File: src/rtl/qbpg_pkg.sv
// Shared constants and types for the quadratic Bezier point generator.
// No dependencies.
package qbpg_pkg;

	localparam int CFG_IDX_W    = 3;
	localparam int STEP_SHIFT_W = 4;

	typedef logic [CFG_IDX_W-1:0] cfg_idx_t;

	localparam cfg_idx_t REG_START_POINT   = 3'd0;
	localparam cfg_idx_t REG_CONTROL_POINT = 3'd1;
	localparam cfg_idx_t REG_END_POINT     = 3'd2;
	localparam cfg_idx_t REG_STEP_SHIFT    = 3'd3;
	localparam cfg_idx_t REG_MARGIN_POINTS = 3'd4;
	localparam cfg_idx_t REG_DEDUPE_ENABLE = 3'd5;

	localparam logic [STEP_SHIFT_W-1:0] STEP_SHIFT_RST = 4'd13;
	localparam int                      MARGIN_RST     = 81;

endpackage

File: src/rtl/quadratic_bezier_point_generator_core.sv
// Quadratic Bezier point generator: top level, config registers and sequencer.
// Depends on qbpg_pkg and qbpg_mul_unit.
//
//  channel  | handshake            | payload
//  ---------+----------------------+--------------------------------
//  cfg      | cfg_wr_en            | cfg_index, cfg_data
//  in       | in_valid / in_ready  | step_index
//  out      | out_valid / out_ready| point_x, point_y, point_step
//
// An in-range item holds in_ready low until it is done, so no new item is taken
// while one is in progress: the multiplier works through nine products (coefficients,
// then x and y terms), then come a rounding shift and the dedupe decision. A step beyond the
// curve leaves in_ready high, so the next item can follow on the next cycle.
// The result sits in an output register; a new item is taken while it waits.
// A full output register holds the sequencer in its last state.
// Reset is asynchronous and clears all control state; no clearing pass.
module quadratic_bezier_point_generator_core #(
	parameter int COORD_BITS     = 24,
	parameter int MAX_STEP_SHIFT = 14
) (
	input  logic                          clk,
	input  logic                          arst_n,
	input  logic                          cfg_wr_en,
	input  qbpg_pkg::cfg_idx_t            cfg_index,
	input  logic [2*COORD_BITS-1:0]       cfg_data,
	input  logic                          in_valid,
	output logic                          in_ready,
	input  logic [MAX_STEP_SHIFT:0]       step_index,
	output logic                          out_valid,
	input  logic                          out_ready,
	output logic signed [COORD_BITS-1:0]  point_x,
	output logic signed [COORD_BITS-1:0]  point_y,
	output logic [MAX_STEP_SHIFT:0]       point_step
);

	localparam int CB       = COORD_BITS;
	localparam int STEP_W   = MAX_STEP_SHIFT + 1;
	localparam int SHW      = $clog2(MAX_STEP_SHIFT + 1);
	localparam int PIX_W    = CB - 7;
	localparam int MA_W     = 2 * MAX_STEP_SHIFT + 1;
	localparam int MB_W     = (CB > STEP_W) ? CB : STEP_W;
	localparam int ACC_W    = 2 * MAX_STEP_SHIFT + CB;
	localparam int MARGIN_W = MAX_STEP_SHIFT;

	localparam logic [1:0] ST_IDLE   = 2'd0;
	localparam logic [1:0] ST_MUL    = 2'd1;
	localparam logic [1:0] ST_SHIFT  = 2'd2;
	localparam logic [1:0] ST_DECIDE = 2'd3;

	localparam logic [3:0] OP_AA   = 4'd0;
	localparam logic [3:0] OP_AB   = 4'd1;
	localparam logic [3:0] OP_BB   = 4'd2;
	localparam logic [3:0] OP_X0   = 4'd3;
	localparam logic [3:0] OP_X1   = 4'd4;
	localparam logic [3:0] OP_X2   = 4'd5;
	localparam logic [3:0] OP_Y0   = 4'd6;
	localparam logic [3:0] OP_Y1   = 4'd7;
	localparam logic [3:0] OP_Y2   = 4'd8;
	localparam logic [3:0] OP_DONE = 4'd9;

	localparam logic [CB-1:0] SIGN_BIT = {1'b1, {(CB-1){1'b0}}};

	logic [2*CB-1:0]                       p0_q, p1_q, p2_q;
	logic [qbpg_pkg::STEP_SHIFT_W-1:0]     shift_cfg_q;
	logic [MARGIN_W-1:0]                   margin_q;
	logic                                  dedupe_q;

	logic [1:0]          state_q;
	logic [3:0]          op_q;
	logic [STEP_W-1:0]   i_q, a_q;
	logic [SHW-1:0]      s_q;
	logic                middle_q;
	logic [MA_W-1:0]     c0_q, c1_q, c2_q;
	logic [ACC_W-1:0]    acc_x_q, acc_y_q;
	logic [CB-1:0]       px_q, py_q;
	logic                kept_valid_q;
	logic [PIX_W-1:0]    kept_x_q, kept_y_q;
	logic                out_valid_q;
	logic [CB-1:0]       out_x_q, out_y_q;
	logic [STEP_W-1:0]   out_step_q;

	logic [SHW-1:0]      s_eff;
	logic [STEP_W-1:0]   full;
	logic                in_range, middle, accept;
	logic [CB-1:0]       u0x, u1x, u2x, u0y, u1y, u2y;
	logic [MA_W-1:0]     mul_a;
	logic [MB_W-1:0]     mul_b;
	logic                mul_en;
	logic [MA_W+MB_W-1:0] prod;
	logic [ACC_W-1:0]    prod_n, prod_2;
	logic [ACC_W-1:0]    rx, ry;
	logic [PIX_W-1:0]    pix_x, pix_y;
	logic                drop, load_out;

	function automatic logic [PIX_W-1:0] pixel_of(input logic [CB-1:0] c);
		logic [CB-1:0]   mag;
		logic [CB-1:0]   rnd;
		logic [PIX_W-1:0] q;
		mag = c[CB-1] ? (~c + CB'(1)) : c;
		rnd = mag + CB'(128);
		q   = {1'b0, rnd[CB-1:8]};
		return c[CB-1] ? (~q + PIX_W'(1)) : q;
	endfunction

	// config registers
	always_ff @(posedge clk or negedge arst_n) begin
		if (!arst_n) begin
			p0_q        <= '0;
			p1_q        <= '0;
			p2_q        <= '0;
			shift_cfg_q <= qbpg_pkg::STEP_SHIFT_RST;
			margin_q    <= MARGIN_W'(qbpg_pkg::MARGIN_RST);
			dedupe_q    <= 1'b1;
		end else if (cfg_wr_en) begin
			unique case (cfg_index)
				qbpg_pkg::REG_START_POINT:   p0_q <= cfg_data;
				qbpg_pkg::REG_CONTROL_POINT: p1_q <= cfg_data;
				qbpg_pkg::REG_END_POINT:     p2_q <= cfg_data;
				qbpg_pkg::REG_STEP_SHIFT:
					shift_cfg_q <= cfg_data[qbpg_pkg::STEP_SHIFT_W-1:0];
				qbpg_pkg::REG_MARGIN_POINTS: margin_q <= cfg_data[MARGIN_W-1:0];
				qbpg_pkg::REG_DEDUPE_ENABLE: dedupe_q <= cfg_data[0];
				default: ;
			endcase
		end
	end

	always_comb begin
		priority if (shift_cfg_q == '0) begin
			s_eff = SHW'(1);
		end else if (int'(shift_cfg_q) > MAX_STEP_SHIFT) begin
			s_eff = SHW'(MAX_STEP_SHIFT);
		end else begin
			s_eff = SHW'(shift_cfg_q);
		end
	end

	assign full     = STEP_W'(1) << s_eff;
	assign in_range = (step_index <= full);
	assign middle   = (step_index >= STEP_W'(margin_q)) &&
		(({1'b0, step_index} + (STEP_W+1)'(margin_q)) <= {1'b0, full});
	assign in_ready = (state_q == ST_IDLE);
	assign accept   = in_valid && in_ready;

	// offset-binary coordinates
	assign u0x = p0_q[2*CB-1:CB] ^ SIGN_BIT;
	assign u1x = p1_q[2*CB-1:CB] ^ SIGN_BIT;
	assign u2x = p2_q[2*CB-1:CB] ^ SIGN_BIT;
	assign u0y = p0_q[CB-1:0] ^ SIGN_BIT;
	assign u1y = p1_q[CB-1:0] ^ SIGN_BIT;
	assign u2y = p2_q[CB-1:0] ^ SIGN_BIT;

	always_comb begin
		unique case (op_q)
			OP_AA: begin mul_a = MA_W'(a_q); mul_b = MB_W'(a_q); end
			OP_AB: begin mul_a = MA_W'(a_q); mul_b = MB_W'(i_q); end
			OP_BB: begin mul_a = MA_W'(i_q); mul_b = MB_W'(i_q); end
			OP_X0: begin mul_a = c0_q;       mul_b = MB_W'(u0x); end
			OP_X1: begin mul_a = c1_q;       mul_b = MB_W'(u1x); end
			OP_X2: begin mul_a = c2_q;       mul_b = MB_W'(u2x); end
			OP_Y0: begin mul_a = c0_q;       mul_b = MB_W'(u0y); end
			OP_Y1: begin mul_a = c1_q;       mul_b = MB_W'(u1y); end
			OP_Y2: begin mul_a = c2_q;       mul_b = MB_W'(u2y); end
			default: begin mul_a = '0;       mul_b = '0; end
		endcase
	end

	assign mul_en = (state_q == ST_MUL) && (op_q <= OP_Y2);

	qbpg_mul_unit #(
		.A_W (MA_W),
		.B_W (MB_W)
	) u_mul (
		.clk    (clk),
		.en     (mul_en),
		.op_a   (mul_a),
		.op_b   (mul_b),
		.prod_q (prod)
	);

	assign prod_n = prod[ACC_W-1:0];
	assign prod_2 = {prod_n[ACC_W-2:0], 1'b0};

	assign rx = acc_x_q >> {s_q, 1'b0};
	assign ry = acc_y_q >> {s_q, 1'b0};

	assign pix_x    = pixel_of(px_q);
	assign pix_y    = pixel_of(py_q);
	assign drop     = dedupe_q && middle_q && kept_valid_q &&
		(pix_x == kept_x_q) && (pix_y == kept_y_q);
	assign load_out = (state_q == ST_DECIDE) && !drop && (!out_valid_q || out_ready);

	// sequencer and control
	always_ff @(posedge clk or negedge arst_n) begin
		if (!arst_n) begin
			state_q      <= ST_IDLE;
			op_q         <= OP_AA;
			kept_valid_q <= 1'b0;
			kept_x_q     <= '0;
			kept_y_q     <= '0;
			out_valid_q  <= 1'b0;
		end else begin
			unique case (state_q)
				ST_IDLE: begin
					if (accept) begin
						if (step_index == '0) begin
							kept_valid_q <= 1'b0;
						end
						op_q <= OP_AA;
						if (in_range) begin
							state_q <= ST_MUL;
						end
					end
				end
				ST_MUL: begin
					op_q <= op_q + 4'd1;
					if (op_q == OP_DONE) begin
						state_q <= ST_SHIFT;
					end
				end
				ST_SHIFT: state_q <= ST_DECIDE;
				ST_DECIDE: begin
					if (drop) begin
						state_q <= ST_IDLE;
					end else if (load_out) begin
						state_q <= ST_IDLE;
						if (dedupe_q && middle_q) begin
							kept_valid_q <= 1'b1;
							kept_x_q     <= pix_x;
							kept_y_q     <= pix_y;
						end
					end
				end
				default: state_q <= ST_IDLE;
			endcase

			if (load_out) begin
				out_valid_q <= 1'b1;
			end else if (out_ready) begin
				out_valid_q <= 1'b0;
			end
		end
	end

	// datapath
	always_ff @(posedge clk) begin
		if (accept) begin
			i_q      <= step_index;
			a_q      <= full - step_index;
			s_q      <= s_eff;
			middle_q <= middle;
			acc_x_q  <= ACC_W'(1) << ({1'b0, s_eff, 1'b0} - (SHW+2)'(1));
			acc_y_q  <= ACC_W'(1) << ({1'b0, s_eff, 1'b0} - (SHW+2)'(1));
		end
		if (state_q == ST_MUL) begin
			// prod holds the result of the previous op
			unique case (op_q)
				OP_AB:   c0_q    <= prod[MA_W-1:0];
				OP_BB:   c1_q    <= prod[MA_W-1:0];
				OP_X0:   c2_q    <= prod[MA_W-1:0];
				OP_X1:   acc_x_q <= acc_x_q + prod_n;
				OP_X2:   acc_x_q <= acc_x_q + prod_2;
				OP_Y0:   acc_x_q <= acc_x_q + prod_n;
				OP_Y1:   acc_y_q <= acc_y_q + prod_n;
				OP_Y2:   acc_y_q <= acc_y_q + prod_2;
				OP_DONE: acc_y_q <= acc_y_q + prod_n;
				default: ;
			endcase
		end
		if (state_q == ST_SHIFT) begin
			px_q <= rx[CB-1:0] ^ SIGN_BIT;
			py_q <= ry[CB-1:0] ^ SIGN_BIT;
		end
		if (load_out) begin
			out_x_q    <= px_q;
			out_y_q    <= py_q;
			out_step_q <= i_q;
		end
	end

	assign out_valid  = out_valid_q;
	assign point_x    = out_x_q;
	assign point_y    = out_y_q;
	assign point_step = out_step_q;

endmodule

File: src/rtl/qbpg_mul_unit.sv
// Shared unsigned multiplier with registered product.
// No dependencies; used by the point generator top level.
module qbpg_mul_unit #(
	parameter int A_W = 29,
	parameter int B_W = 24
) (
	input  logic               clk,
	input  logic               en,
	input  logic [A_W-1:0]     op_a,
	input  logic [B_W-1:0]     op_b,
	output logic [A_W+B_W-1:0] prod_q
);

	always_ff @(posedge clk) begin
		if (en) begin
			prod_q <= op_a * op_b;
		end
	end

endmodule

File: config.mk
export PLATFORM = sky130hd
export DESIGN_NAME = quadratic_bezier_point_generator_core
export DESIGN_NICKNAME = d
export VERILOG_FILES = /design/src/rtl/qbpg_pkg.sv /design/src/rtl/quadratic_bezier_point_generator_core.sv /design/src/rtl/qbpg_mul_unit.sv
export SDC_FILE = /design/constraint.sdc
export NUM_CORES = 2
export LEC_CHECK = 0
export ABC_AREA = 1
export BUFFER_PORTS_ARGS = -buffer_cell sky130_fd_sc_hd__buf_4
export CORE_ASPECT_RATIO = 1.75
export CORE_MARGIN = 3
export CORE_UTILIZATION = 50
export CTS_CLUSTER_DIAMETER = 120
export DETAILED_ROUTE_END_ITERATION = 10
export HOLD_SLACK_MARGIN = 0.1
export PLACE_DENSITY = 0.67
export SETUP_SLACK_MARGIN = 0.5
export SYNTH_ARGS = -nofsm -noshare
export SYNTH_HDL_FRONTEND = slang
export SYNTH_SLANG_ARGS = --single-unit
File: constraint.sdc
create_clock -name clk -period 8.2 [get_ports clk]
set_input_delay 2.46 -clock clk [delete_from_list [all_inputs] [get_ports clk]]
set_output_delay 2.46 -clock clk [all_outputs]
set_load 0.01 [all_outputs]
Word level (Yosys, flattened, before mapping)

Index checks and enable logic that the tools add are counted.

Input bits: 71
Register bits: 594
Output and inout bits: 65

Add/subtract/negate cells: 14
Order comparisons: 5
Bitwise logic cells: 13
Shifts and indexed selects: 4
Eq/ne operators: 27
Mux-type cells: 30
Multipliers: 1
Reduce and logical (&&, ||, !) cells: 40

Operator list:

| cell                                             | number |
|---|---|
| adder 52 bit                                     | 4 |
| 2-to-1 mux 52 bit                                | 4 |
| case mux 52 bit (2 select lines)                 | 2 |
| case mux 24 bit (8 select lines)                 | 1 |
| case mux 29 bit (5 select lines)                 | 1 |
| right shift 52 x 5 -> 24 bit                     | 2 |
| multiplier 29 x 24 -> 52 bit                     | 1 |
| left shift 1 x 6 -> 52 bit, first input constant | 1 |
| adder 24 x 1 -> 24 bit, second input constant    | 2 |
| adder 24 x 8 -> 24 bit, second input constant    | 2 |
| 2-to-1 mux 24 bit                                | 2 |
| inverter 24 bit                                  | 2 |
| adder 17 x 1 -> 17 bit, second input constant    | 2 |
| == test 17 bit                                   | 2 |
| 2-to-1 mux 17 bit                                | 2 |
| inverter 16 -> 17 bit                            | 2 |
| AND reduction 2 bit                              | 10 |
| adder 15 x 14 -> 16 bit                          | 1 |
| == test 4 x 3 -> 1 bit, second input constant    | 4 |
| less-or-equal comparator 16 x 15 -> 1 bit        | 1 |
| greater-or-equal comparator 15 x 14 -> 1 bit     | 1 |
| less-or-equal comparator 15 bit                  | 1 |
| zero test 15 bit                                 | 1 |
| left shift 1 x 4 -> 15 bit, first input constant | 1 |
| other kinds (33)                                 | 82 |

Longest topological paths before layout

Depth in word-level cells: 16
Depth in mapped cells: 48

Hierarchy

A second synthesis with hierarchy kept.

Cells, all modules: 9271
Area, all modules: 67347.1 µm²

Modules (own cells, without submodules):

| module                                | instances | area each (µm²) | cells an instance |
|---|---|---|---|
| quadratic_bezier_point_generator_core | 1         | 40771.6         | 5688 |
| qbpg_mul_unit                         | 1         | 26575.5         | 3583 |

Least setup slack after synthesis

Ideal clock, no wire load.

Path kind: reg-to-reg
Start point: register op_q[0]
End point: register u_mul.prod_q[50] (data pin)
Data arrival time: 7.915 ns
Stages on the path, launching flop included: 40
Path slack: 0.021 ns
Cell sequence: dfrtp_1 -> inv_1 -> ha_1 -> clkbuf_1 -> nand2_1 -> inv_1 -> nor2_1 -> inv_1 -> nor2_1 -> inv_1 -> nor3_1 -> inv_1 -> clkbuf_1 -> nand2_1 -> clkinv_1 -> clkbuf_1 -> nand2_1 -> fa_1 -> [... 4 more ...] -> inv_1 -> fa_1 -> fa_1 -> fa_1 -> inv_1 -> fa_1 -> inv_1 -> ha_1 -> nand2_1 -> o21ai_0 -> a21boi_0 -> o21ai_1 -> a21oi_1 -> o21ai_1 -> a21oi_1 -> o21bai_1 -> a31oi_1 -> xor2_1

Cells in the longest elaborated chain, start to end: 4
Elaborated cells between the ends (all ways): 17
Those cells by class: mul: 1; eq/ne: 8; mux: 2; reduce/logical: 6

Ends and longest elaborated chain:

| what                                                                                 | RTL line                                     | RTL |
|---|---|---|
| start, declared                                                                      | quadratic_bezier_point_generator_core.sv:69  | `logic [3:0] op_q;` |
| start signal, assigned                                                               | quadratic_bezier_point_generator_core.sv:216 | `op_q <= op_q + 4'd1;` |
| == test 4 x 2 -> 1 bit (tied with other cells)                                       | quadratic_bezier_point_generator_core.sv:154 | `unique case (op_q)` |
| OR reduction 2 bit (no line)                                                         | n/a                                          |  |
| case mux 24 bit (8 select lines) or case mux 29 bit (5 select lines) (tied branches) | quadratic_bezier_point_generator_core.sv:154 |  |
| multiplier 29 x 24 -> 52 bit *                                                       | qbpg_mul_unit.sv:16                          | `prod_q <= op_a * op_b;` |
| end signal, assigned                                                                 | qbpg_mul_unit.sv:16                          |  |
| end, declared                                                                        | qbpg_mul_unit.sv:11                          | `output logic [A_W+B_W-1:0] prod_q` |

Every way passes the cells marked *; elsewhere a longest branch is shown, timed or not.
A chain may end at the register's enable or synchronous reset.

Final worst setup path

Start point: register op_q[2]
End point: register u_mul.prod_q[50] (data pin)

The elaborated chain is that of the path after synthesis.

==> qor.log <==
[hold_path] worst min path class register to register
[placed_design] final weighted congestion in routability-driven placement 1.01
[cts] clk slew on worst S/H paths 0.07 ns
[cts] clock tree root driver cell sky130_fd_sc_hd__clkbuf_16
[status] run status finished clean
[worst_setup_path] most prevalent standard cell on the critical path sky130_fd_sc_hd__fa_1
[cts] clock tree from TritonCTS built
[routing] remaining routing DRC violations 0
[floorplanning] die span in y 481 um
[routing] number of violations reported at the end of detailed-routing iteration 0 5329
[sta] crit share post-route 97.1%
[floorplanning] x dimension of the die 277 um
[yosys] syn_area_per_cell 7.58 sq um
[hold_path] worst hold stages 2
[yosys] synthesis warning total 0
[worst_setup_path] Crit path arrival time 8.36 ns
[global_routing] initial antenna violation count 3
[final_layout] synthesis-to-layout area growth 16.7%
[floorplanning] row cnt 173
[sta] final number of max-transition violations 0
[worst_setup_path] biggest fanout along the worst timing path 12
[cts] maximum clock path buffer count 3
[global_routing] via count of the first global-routing pass 60329
[worst_setup_path] Worst setup SP type register
[cts] TritonCTS sink count 594
[flow_run] number of maximum-capacitance constraint violations 0
[worst_setup_path] longest individual stage delay on the worst path 0.54 ns
[routing] average detailed-routed wire length per instance 21.6 um
[sta] Final Hold Vio Count 0
[yosys] library cells used by synthesis 70
[yosys] cells after synthesis 8487
[floorplanning] core area 127000 sq um
[placed_design] # port buffers 135
[yosys] number of register bits inferred by synthesis 594
[final_layout] most frequent standard cell in the layout excluding fill and tap cells sky130_fd_sc_hd__nand2_1
[sta] final number of setup-violating endpoints 0
[hold_path] endpoint of the worst hold path p0_q[40]
[final_layout] top library cells by usage in the layout, fill and taps aside 1931 x sky130_fd_sc_hd__nand2_1, 1393 x sky130_fd_sc_hd__inv_1, 685 x sky130_fd_sc_hd__nor2_1, 603 x sky130_fd_sc_hd__o21ai_0, 570 x sky130_fd_sc_hd__fa_1
[cts] clock insertion delay at the later pin of the skew report 0.69 ns
[floorplanning] I/O pin total 136
[sta] measured slew at the worst slew-check pin 1.35 ns
[hold_path] source of the worst hold timing path p0_q[40]
[worst_setup_path] Req. time, crit path 8.60 ns
[cts] # hold bufs at CTS 0
[placed_design] sum of net half-perimeters after detailed placement 184000 um
[sta] Tmin final 7.96 ns
[worst_setup_path] start-to-end type of the worst setup path register to register
[yosys] post-synthesis net count 9602
[yosys] Async S/R FF share, synth 34.5%
[cts] CTS H-tree lvls 2
[worst_setup_path] worst-case register-to-register setup slack 0.24 ns
[worst_setup_path] CP Capture Type register
[global_routing] global-route wire length before repair 344000 um
[sta] final setup skew 0.0573 ns
[sta] RSZ-0062 raised after global routing yes
[worst_setup_path] cell count of the worst reg-to-reg path 37
[sta] total negative setup slack 0 ns
[routing] TritonRoute pass-1 iters 8
[global_routing] Global Route Usage Sum 33.5%
[floorplanning] effective utilization at floorplan 50.5%
[worst_setup_path] endpoint of the worst-slack reg-to-reg timing path u_mul.prod_q[50]
[global_routing] largest net degree at the start of global routing 159
[worst_setup_path] crit path max-delay cell type sky130_fd_sc_hd__fa_1
[final_layout] Final Net Count 10042
[routing] ANT nets after route 0
[final_layout] total area of multi-input combinational cells 43600 sq um
[worst_setup_path] Critical R2R Launch op_q[2]
[final_layout] total of fill cells in the finished design 11610
[floorplanning] Die Outline Area 133000 sq um
[yosys] dominant register cell in the synthesized netlist sky130_fd_sc_hd__edfxtp_1
[sta] Max Freq 126 MHz
[yosys] Cell Area, Synth 64400 sq um
[routing] Total Wirelength 229000 um
[routing] DR vias/cell 5.72
[yosys] portion of the post-synthesis area used by sequential elements 24.5%
[sta] Worst slew margin 9.87%
[yosys] count of flip-flops with a built-in enable after synthesis 287
[global_routing] leftover overflow at the end of global routing 0
[final_layout] Seq. cell area 15800 sq um
[routing] detailed-route via count 60811
[cts] number of clock buffers inserted by TritonCTS 59
[final_layout] ratio of cells with drive above 1 in the final layout 14.8%
[routing by layer]
| layer | vias to the layer above | global-route usage (%) | share of wire [%] |
|---|---|---|---|
| met5 | - | 0 | 0.0048 |
| met4 | 2 | 28.5 | 11 |
| met3 | 927 | 3.56 | 5.7 |
| met2 | 2577 | 58.2 | 49 |
| met1 | 29201 | 36.6 | 35 |
| li1 | 28104 | - | - |
[area by class of cell]
cell class,count,share of cell area [%]
multi-input combinational,6115,58.0
clock inverter,42,0.626
inverter,1502,7.64
timing repair inverter,2,0.0200
sequential,594,21.0
antenna,1,0.00333
timing repair buffer,653,7.81
clock buffer,68,2.12
tap,1662,2.77
[cells by family after synthesis]
family	share of synthesized area, %
AO/OA/AOI/OAI	14.0
AND/OR/NAND/NOR	21.5
XOR/XNOR	1.77
adder cells (fa/ha/maj)	27.3
other	0.0117
flip-flops	24.5
multiplexers	0.498
buffers and inverters	10.4
[metrics by stage]
stage	setup WS [ns]	instances	utilization, %	cell area (sq um)	hold slack [ns]
finish	0.238	10639	58.9	75100	0.488
global route	0.0635	10639	58.9	75100	0.505
CTS	0.397	10586	57.8	73700	0.491
detailed placement	-0.269	10413	54.8	69800	0.473
global placement	-0.165	10413	54.8	69800	0.466
floorplan	0.491	8487	-	64500	0.421
[what timing repair did]
item	4_1_cts	5_1_grt
setup buffers	54	49
pin swaps	102	138
gates cloned	9	3
gates resized for setup	314	255
endpoints found under the setup margin	28	27
[registers in the layout (all words and copies together) (netlist names), 17 cells and up]
register / flops
acc_x_q: 52
acc_y_q: 52
c0_q: 29
c1_q: 29
c2_q: 29
kept_x_q: 17
kept_y_q: 17
p0_q: 48
p1_q: 48
p2_q: 48
point_x: 24
point_y: 24
px_q: 24
py_q: 24
u_mul.prod_q: 52
[worst max-delay path: cells and delay by family (launching register included)]
kind | cells | cell delay [ns]
xor+xnor | 1 | 0.18
flops | 1 | 0.43
compound gates | 10 | 1.58
fa+ha+maj | 8 | 3.56
simple gates | 5 | 0.62
buf+inv | 13 | 1.29
[cell usage after synthesis, types with 41 or more instances]
master | count | share of area, %
sky130_fd_sc_hd__clkbuf_1 | 235 | 1.4
sky130_fd_sc_hd__nand2_2 | 41 | 0.40
sky130_fd_sc_hd__nand2_1 | 2016 | 12
sky130_fd_sc_hd__a21oi_1 | 467 | 3.6
sky130_fd_sc_hd__a221oi_1 | 54 | 0.73
sky130_fd_sc_hd__dfrtp_1 | 198 | 7.7
sky130_fd_sc_hd__fa_1 | 597 | 19
sky130_fd_sc_hd__nand3_1 | 344 | 2.7
sky130_fd_sc_hd__ha_1 | 447 | 8.7
sky130_fd_sc_hd__inv_1 | 1459 | 8.5
sky130_fd_sc_hd__edfxtp_1 | 287 | 13
sky130_fd_sc_hd__o211ai_1 | 49 | 0.57
sky130_fd_sc_hd__o21ai_0 | 624 | 4.9
sky130_fd_sc_hd__dfxtp_1 | 102 | 3.2
sky130_fd_sc_hd__nor2_1 | 722 | 4.2
sky130_fd_sc_hd__or2_2 | 59 | 0.57
sky130_fd_sc_hd__xnor2_1 | 51 | 0.69
sky130_fd_sc_hd__xor2_1 | 79 | 1.1
sky130_fd_sc_hd__a31oi_1 | 68 | 0.66
[how the worst max path moves through the flow]
stage / start / end / slack (ns) / cells after the start
floorplan: op_q[0] / u_mul.prod_q[50] / 0.49 / 39
global placement: op_q[0] / u_mul.prod_q[49] / -0.16 / 35
detailed placement: op_q[0] / u_mul.prod_q[47] / -0.27 / 42
CTS: op_q[2] / u_mul.prod_q[51] / 0.40 / 40
global route: op_q[2] / u_mul.prod_q[50] / 0.06 / 37
finish: op_q[2] / u_mul.prod_q[50] / 0.24 / 37
Power is not shown: default switching activity piles up to over one toggle a cycle in this logic, so the estimate is an artifact.
